## config.mk

```make
export PLATFORM = sky130hd
export DESIGN_NAME = sfl_chan
export DESIGN_NICKNAME = d
export VERILOG_FILES = /design/src/sfl_pkg.sv /design/src/sfl_chan.sv
export SDC_FILE = /design/constraint.sdc
export NUM_CORES = 2
export LEC_CHECK = 0
export BUFFER_PORTS_ARGS = -buffer_cell sky130_fd_sc_hd__buf_2
export CELL_PAD_IN_SITES_DETAIL_PLACEMENT = 0
export CELL_PAD_IN_SITES_GLOBAL_PLACEMENT = 2
export CORE_MARGIN = 3
export CORE_UTILIZATION = 45
export DETAILED_ROUTE_END_ITERATION = 6
export HOLD_SLACK_MARGIN = 0.15
export PLACE_DENSITY = 0.91
export SYNTH_ARGS = -nofsm -noshare
export SYNTH_HDL_FRONTEND = slang
export SYNTH_SLANG_ARGS = --single-unit
```

## constraint.sdc

```tcl
create_clock -name aclk -period 21.1 [get_ports aclk]
set_clock_uncertainty 0.1 [all_clocks]
set_input_delay 3.165 -clock aclk [delete_from_list [all_inputs] [get_ports aclk]]
set_output_delay 3.165 -clock aclk [all_outputs]
set_load 0.01 [all_outputs]
```

## src/sfl_pkg.sv

```systemverilog
// ----------------------------------------------------------------------------
// sfl_pkg: shared types and constants of the stereo flanger
// widths of the sample, sweep and gain formats, register indexes, reset values
// and the packed item types of both channels
// ----------------------------------------------------------------------------
`default_nettype none

package sfl_pkg;

    // sample and fixed point formats
    localparam int SAMPLE_W   = 24;
    localparam int FRAC_W     = 16;
    localparam int GAIN_W     = 15;
    localparam int STEP_W     = 16;
    localparam int LEN_CFG_W  = 10;

    // configuration port
    localparam int CFG_IDX_W  = 2;
    localparam int CFG_DATA_W = 16;

    localparam logic [CFG_IDX_W-1:0] CFG_DELAY_LENGTH = 2'd0;
    localparam logic [CFG_IDX_W-1:0] CFG_SWEEP_STEP   = 2'd1;
    localparam logic [CFG_IDX_W-1:0] CFG_MIX_GAIN     = 2'd2;

    localparam int LEN_RESET  = 350;
    localparam int STEP_RESET = 131;
    localparam int GAIN_RESET = 22938;

    localparam int DELAY_MAX_DEFAULT = 512;

    // datapath widths
    localparam int DIFF_W = SAMPLE_W + 1;
    localparam int DF_W   = DIFF_W + FRAC_W + 1;
    localparam int SUM_W  = SAMPLE_W + 2;
    localparam int PROD_W = SUM_W + GAIN_W + 1;
    localparam int Q_W    = PROD_W - GAIN_W;

    typedef struct packed {
        logic signed [SAMPLE_W-1:0] left_sample;
        logic signed [SAMPLE_W-1:0] right_sample;
    } sfl_in_t;

    typedef struct packed {
        logic signed [SAMPLE_W-1:0] left_out;
        logic signed [SAMPLE_W-1:0] right_out;
    } sfl_out_t;

    // one delay store entry
    typedef struct packed {
        logic signed [SAMPLE_W-1:0] left;
        logic signed [SAMPLE_W-1:0] right;
    } sfl_pair_t;

    // stage enables of the channel datapath
    typedef struct packed {
        logic mix;
        logic sum;
        logic gain;
    } sfl_stage_t;

endpackage

`default_nettype wire

```

## src/sfl_chan.sv

```systemverilog
// ----------------------------------------------------------------------------
// sfl_chan: arithmetic of one channel
// interpolates two neighbouring entries, adds the input, scales by the mix
// gain and rounds and saturates to the sample range
// ----------------------------------------------------------------------------
`default_nettype none

module sfl_chan (
    input  wire logic                                   aclk,
    input  wire sfl_pkg::sfl_stage_t                    stage,
    input  wire logic signed [sfl_pkg::SAMPLE_W-1:0]    rd_a,
    input  wire logic signed [sfl_pkg::SAMPLE_W-1:0]    rd_b,
    input  wire logic signed [sfl_pkg::SAMPLE_W-1:0]    x,
    input  wire logic [sfl_pkg::FRAC_W-1:0]             frac,
    input  wire logic [sfl_pkg::GAIN_W-1:0]             gain,
    output logic signed [sfl_pkg::SAMPLE_W-1:0]         y
);

    localparam int SW = sfl_pkg::SAMPLE_W;
    localparam int FW = sfl_pkg::FRAC_W;
    localparam int DW = sfl_pkg::DIFF_W;
    localparam int DFW = sfl_pkg::DF_W;
    localparam int SUMW = sfl_pkg::SUM_W;
    localparam int PW = sfl_pkg::PROD_W;
    localparam int QW = sfl_pkg::Q_W;
    localparam int GW = sfl_pkg::GAIN_W;

    localparam logic signed [QW-1:0] SAT_HI = QW'((64'sd1 <<< (SW - 1)) - 64'sd1);
    localparam logic signed [QW-1:0] SAT_LO = QW'(-(64'sd1 <<< (SW - 1)));

    logic signed [SW-1:0]   a_reg;
    logic signed [DFW-1:0]  df_reg;
    logic signed [DFW-1:0]  df_next;
    logic signed [SUMW-1:0] sum_reg;
    logic signed [SUMW-1:0] sum_next;
    logic signed [PW-1:0]   prod_reg;
    logic signed [PW-1:0]   prod_next;

    logic signed [DW-1:0]   diff;
    logic signed [FW:0]     frac_s;
    logic signed [DFW-1:0]  mix;
    logic signed [DW-1:0]   blend;
    logic signed [GW:0]     gain_s;
    logic signed [PW-1:0]   rnd;
    logic signed [QW-1:0]   q;

    // b*f + a*(1-f) as a + (b-a)*f
    always_comb begin
        diff    = DW'(rd_b) - DW'(rd_a);
        frac_s  = $signed({1'b0, frac});
        df_next = diff * frac_s;
    end

    always_comb begin
        mix      = (DFW'(a_reg) <<< FW) + df_reg + DFW'(1 << (FW - 1));
        blend    = $signed(mix[FW+DW-1:FW]);
        sum_next = SUMW'(x) + SUMW'(blend);
    end

    always_comb begin
        gain_s    = $signed({1'b0, gain});
        prod_next = sum_reg * gain_s;
    end

    always_comb begin
        rnd = prod_reg + PW'(1 << (GW - 1));
        q   = $signed(rnd[PW-1:GW]);
        if (q > SAT_HI) begin
            y = SW'(SAT_HI);
        end else if (q < SAT_LO) begin
            y = SW'(SAT_LO);
        end else begin
            y = SW'(q);
        end
    end

    always_ff @(posedge aclk) begin
        if (stage.mix) begin
            a_reg  <= rd_a;
            df_reg <= df_next;
        end
        if (stage.sum) begin
            sum_reg <= sum_next;
        end
        if (stage.gain) begin
            prod_reg <= prod_next;
        end
    end

endmodule

`default_nettype wire

```

======== After elaboration in Yosys (flattened, before gate mapping) ========
Index checks and enable logic that the tools add are counted.
word-level totals
  logic and storage cells ................. 15
  flip-flop bits (word level) ............. 133
  bits of input ports ..................... 107
  output and inout port bits .............. 24
cells by class
  add/subtract/negate cells ............... 5
  order comparisons ....................... 2
  multipliers ............................. 2
  muxes and demuxes ....................... 2
operators by type and width
  kind                                                              number
  two-way mux 24 bit                                                2
  adder 42 x 16 -> 42 bit (second input constant)                   1
  multiplier 26 x 16 -> 42 bit                                      1
  adder 40 x 41 -> 41 bit                                           1
  adder 41 x 17 -> 41 bit (second input constant)                   1
  multiplier 25 x 17 -> 41 bit                                      1
  greater-than comparator 27 x 24 -> 1 bit (second input constant)  1
  less-than comparator 27 x 24 -> 1 bit (second input constant)     1
  adder 24 x 25 -> 26 bit                                           1
  subtractor 24 x 24 -> 25 bit                                      1

======== Logic depth before layout (Yosys ltp) ========
  word-level depth ........................ 4
  gate-level depth with buffers ........... 34
  mapped depth without buffers ............ 33

======== Least setup slack after synthesis ========
Ideal clock, no wire load.
  path type ............................... input port to flip-flop
  from .................................... input rd_a[1] (netlist bit)
  to ...................................... register df_reg[25], data pin
  slack ................................... 10.316 ns
  library setup time ...................... 0.258 ns
  stages .................................. 31
  buffers on the path ..................... 2
  data arrival time ....................... 10.426 ns
  required time ........................... 20.742 ns
  path through ............................ inv_1 ha_1 nor2b_1 o21a_1 o21ai_1 a21oi_1 a311o_1 a21oi_1 xnor2_1 clkbuf_1 nand2_1 fa_1 fa_1 fa_1 inv_1 fa_1 fa_1 inv_1 fa_1 inv_1 ha_1 clkbuf_1 a21oi_1 o21ai_1 nand4b_1 o221a_2 nor2_1 o221ai_1 a31o_2 a21oi_1 xnor2_1
on the way
  cells in the longest elaborated chain, start to end .. 2
RTL lines
  what                          RTL line        source
  from (decl)                   sfl_chan.sv:11  input wire logic signed [sfl_pkg::SAMPLE_W-1:0] rd_a,
  subtractor 24 x 24 -> 25 bit  sfl_chan.sv:49  diff = DW'(rd_b) - DW'(rd_a);
  multiplier 25 x 17 -> 41 bit  sfl_chan.sv:51  df_next = diff * frac_s;
  net df_next[25]               sfl_chan.sv:33  logic signed [DFW-1:0] df_next;
  to (signal assigned)          sfl_chan.sv:80  df_reg <= df_next;
  to (decl)                     sfl_chan.sv:32  logic signed [DFW-1:0] df_reg;
The timed path passes the listed nets, and every way through them passes these cells.
A chain may end at the register's enable or synchronous reset.

======== Worst setup path after layout ========
  from .................................... input rd_a[5] (netlist bit)
  to ...................................... register df_reg[25], data pin
The elaborated chain is that of the path after synthesis.

==> results.sh <==
export IMPL_status="finished, violations left"
export IMPL_violations="max-capacitance violations, max-slew violations"
export IMPL_worst_slack_ns=8.87
export IMPL_synth_top_area_cell="fa_1"
export IMPL_postCtsHoldBufs=0
export IMPL_clk_pin_slew_ns=0.09
export IMPL_place_inst=4821
export IMPL_cts_htree_levels=3
export IMPL_ys_ff_latch=104
export IMPL_grt_pass1_wl_um=144000
export IMPL_rows=101
export IMPL_num_io_pins=131
export IMPL_synth_warnings=0
export IMPL_relSlewSlack=-0.00686
export IMPL_hold_depth=2
export IMPL_clock_latency_ns=0.40
export IMPL_layout_drive_gt1_share=0.0554
export IMPL_synth_seq_area_share=0.0897
export IMPL_grt_pass1_vias=26611
export IMPL_core_area_um2=76300
export IMPL_finalHoldViolations=0
export IMPL_wire_per_inst_um=18.2
export IMPL_nFillCells=7477
export IMPL_grt_antenna_before_repair=1
export IMPL_hold_start="df_reg[16]$_DFFE_PP_"
export IMPL_drtIter0Drc=1077
export IMPL_drtAntennaViolNets=0
export IMPL_syn_nets=4905
export IMPL_cts_path_max_buffers=2
export IMPL_cts_buffers=9
export IMPL_synthTopCellsByCount="inv_1, fa_1, nand2_1"
export IMPL_largest_reg_flops=28
export IMPL_wl_um=88100
export IMPL_synth_avg_cell_area_um2=9.23
export IMPL_grt_overflow=0
export IMPL_gp_congestion=0.854
export IMPL_ctsResizeCount=0
export IMPL_synth_enable_flop_cells=104
export IMPL_fmax_mhz=81.8
export IMPL_cp_slowest_cell="nor4_1"
export IMPL_post_cts_buffers=0
export IMPL_drv_slew=1
export IMPL_avgViaCountPerCell=5.05
export IMPL_dpl_worst_slack_ns=8.54
export IMPL_rsz0062_at_grt="no"
export IMPL_critPathRequiredTime_ns=21.17
export IMPL_max_cap_violations=1
export IMPL_period_minus_slack_ns=12.23
export IMPL_max_stage_delay_ns=1.26
export IMPL_die_h_um=284
export IMPL_reg2reg_to="prod_reg[35]$_DFFE_PP_"
export IMPL_yosysMostFrequentCell="inv_1"
export IMPL_ys_async_sr_fraction=0
export IMPL_syn_area_um2=34800
export IMPL_synth_top_area_frac=0.435
export IMPL_min_to="sum_reg[0]$_DFFE_PP_"
export IMPL_cp_max_fo=10
export IMPL_end_kind="flip-flop"
export IMPL_arrival_ns=12.30
export IMPL_postSynthCellCount=3770
export IMPL_grt_start_max_net_pins=51
export IMPL_fin_nets=4937
export IMPL_diodes=0
export IMPL_hp_class="flip-flop to flip-flop"
export IMPL_syn_to_final_growth_pct=5.48
export IMPL_critical_path_class="primary input to flip-flop"
export IMPL_fin_util=0.481
export IMPL_stdcell_count=4837
export IMPL_clock_root_buffer="clkbuf_16"
export IMPL_start_util=0.456
export IMPL_io_buffers=130
export IMPL_die_area_um2=80700
export IMPL_synth_flop_cell="edfxtp_1"
export IMPL_layout_worst_path_cycle_share=0.580
export IMPL_r2r_start="sum_reg[9]$_DFFE_PP_"
export IMPL_setup_viol=0
export IMPL_num_vias=24424
export IMPL_synth_cell_type_count=81
export IMPL_final_setup_tns_ns=0
export IMPL_hpwl_um=71300
export IMPL_dieWidth_um=284
export IMPL_cts_tree="built"
export IMPL_synthTopCellsByArea="fa_1, ha_1, inv_1"
export IMPL_r2r_slack_ns=13.87
export IMPL_drc=0
export IMPL_start_kind="primary input"
export IMPL_cts_sinks=104
export IMPL_grtUsageTotal=0.226
export IMPL_reg2reg_depth=21
export IMPL_drt_pass1_iter_count=6
export IMPL_worst_pin_slew_ns=1.50
-- through the flow --
step           instance area, um^2  hold WS, ns
2_1_floorplan                34800        0.609
3_3_place_gp                 36400        0.648
3_5_place_dp                 36400        0.673
4_1_cts                      36700        0.696
5_1_grt                      36700        0.734
6_report                     36700        0.692
-- final cells by class --
| class | instances | area [um^2] | area share |
|---|---|---|---|
| Timing Repair Buffer | 159 | 868 | 0.0237 |
| Clock inverter | 7 | 47.5 | 0.00130 |
| Multi-Input combinational cell | 2640 | 27800 | 0.758 |
| Tap cell | 1030 | 1290 | 0.0351 |
| Inverter | 888 | 3330 | 0.0908 |
| Clock buffer | 9 | 225 | 0.00613 |
| Sequential cell | 104 | 3120 | 0.0851 |
-- routing by layer --
| layer | part of all wire | global-route usage | vias up |
|---|---|---|---|
| met5 | 0 | 0 | - |
| met4 | 0.021 | 0.0489 | 0 |
| met3 | 0.069 | 0.0507 | 92 |
| met2 | 0.48 | 0.391 | 593 |
| met1 | 0.43 | 0.292 | 12307 |
| li1 | - | - | 11432 |
-- critical path: cells and delay by family --
family / cells / cell delay (ns)
AOI/OAI and AO/OA: 7 / 1.86
buffers and inverters: 8 / 0.66
adders and majority gates: 8 / 3.81
xor gates and xnor gates: 2 / 1.06
and+or+nand+nor: 4 / 1.72
-- worst max path at each step --
stage                 start                   end  slack [ns]  depth (start not counted)
floorplan           rd_a[1]  df_reg[25]$_DFFE_PP_       10.32                         31
global route        rd_a[5]  df_reg[25]$_DFFE_PP_        8.66                         29
CTS                 rd_a[5]  df_reg[25]$_DFFE_PP_        8.98                         29
finish              rd_a[5]  df_reg[25]$_DFFE_PP_        8.87                         29
global placement    rd_a[5]  df_reg[25]$_DFFE_PP_        8.64                         29
detailed placement  rd_a[5]  df_reg[25]$_DFFE_PP_        8.54                         29
-- cells by family after synthesis --
logic type,share of synthesized area
and+or+nand+nor,0.161
AOI/OAI and AO/OA,0.0615
adders and majority gates,0.534
xor gates and xnor gates,0.0367
DFF,0.0897
buffers and inverters,0.111
muxes,0.00564
-- placed cells by master, fill, tap and decap left out, types with 10 or more instances in the layout --
cell type	n
buf_4	29
nand2b_1	34
nor2b_1	36
nand2_1	493
o21a_1	14
and3_1	15
o21bai_1	11
ha_1	272
o21ai_0	52
fa_1	756
xnor2_1	89
mux2i_1	14
nand3b_1	14
or3_1	10
nand4_1	17
a31oi_1	15
edfxtp_1	104
a21oi_1	90
a21o_1	45
buf_2	130
nor3_1	29
nor2_1	79
a211oi_1	13
xor2_1	54
o21ai_1	12
inv_1	888
nand3_1	37
and2_1	322
Power is not shown: default switching activity piles up to over one toggle a cycle in this logic, so the estimate is an artifact.
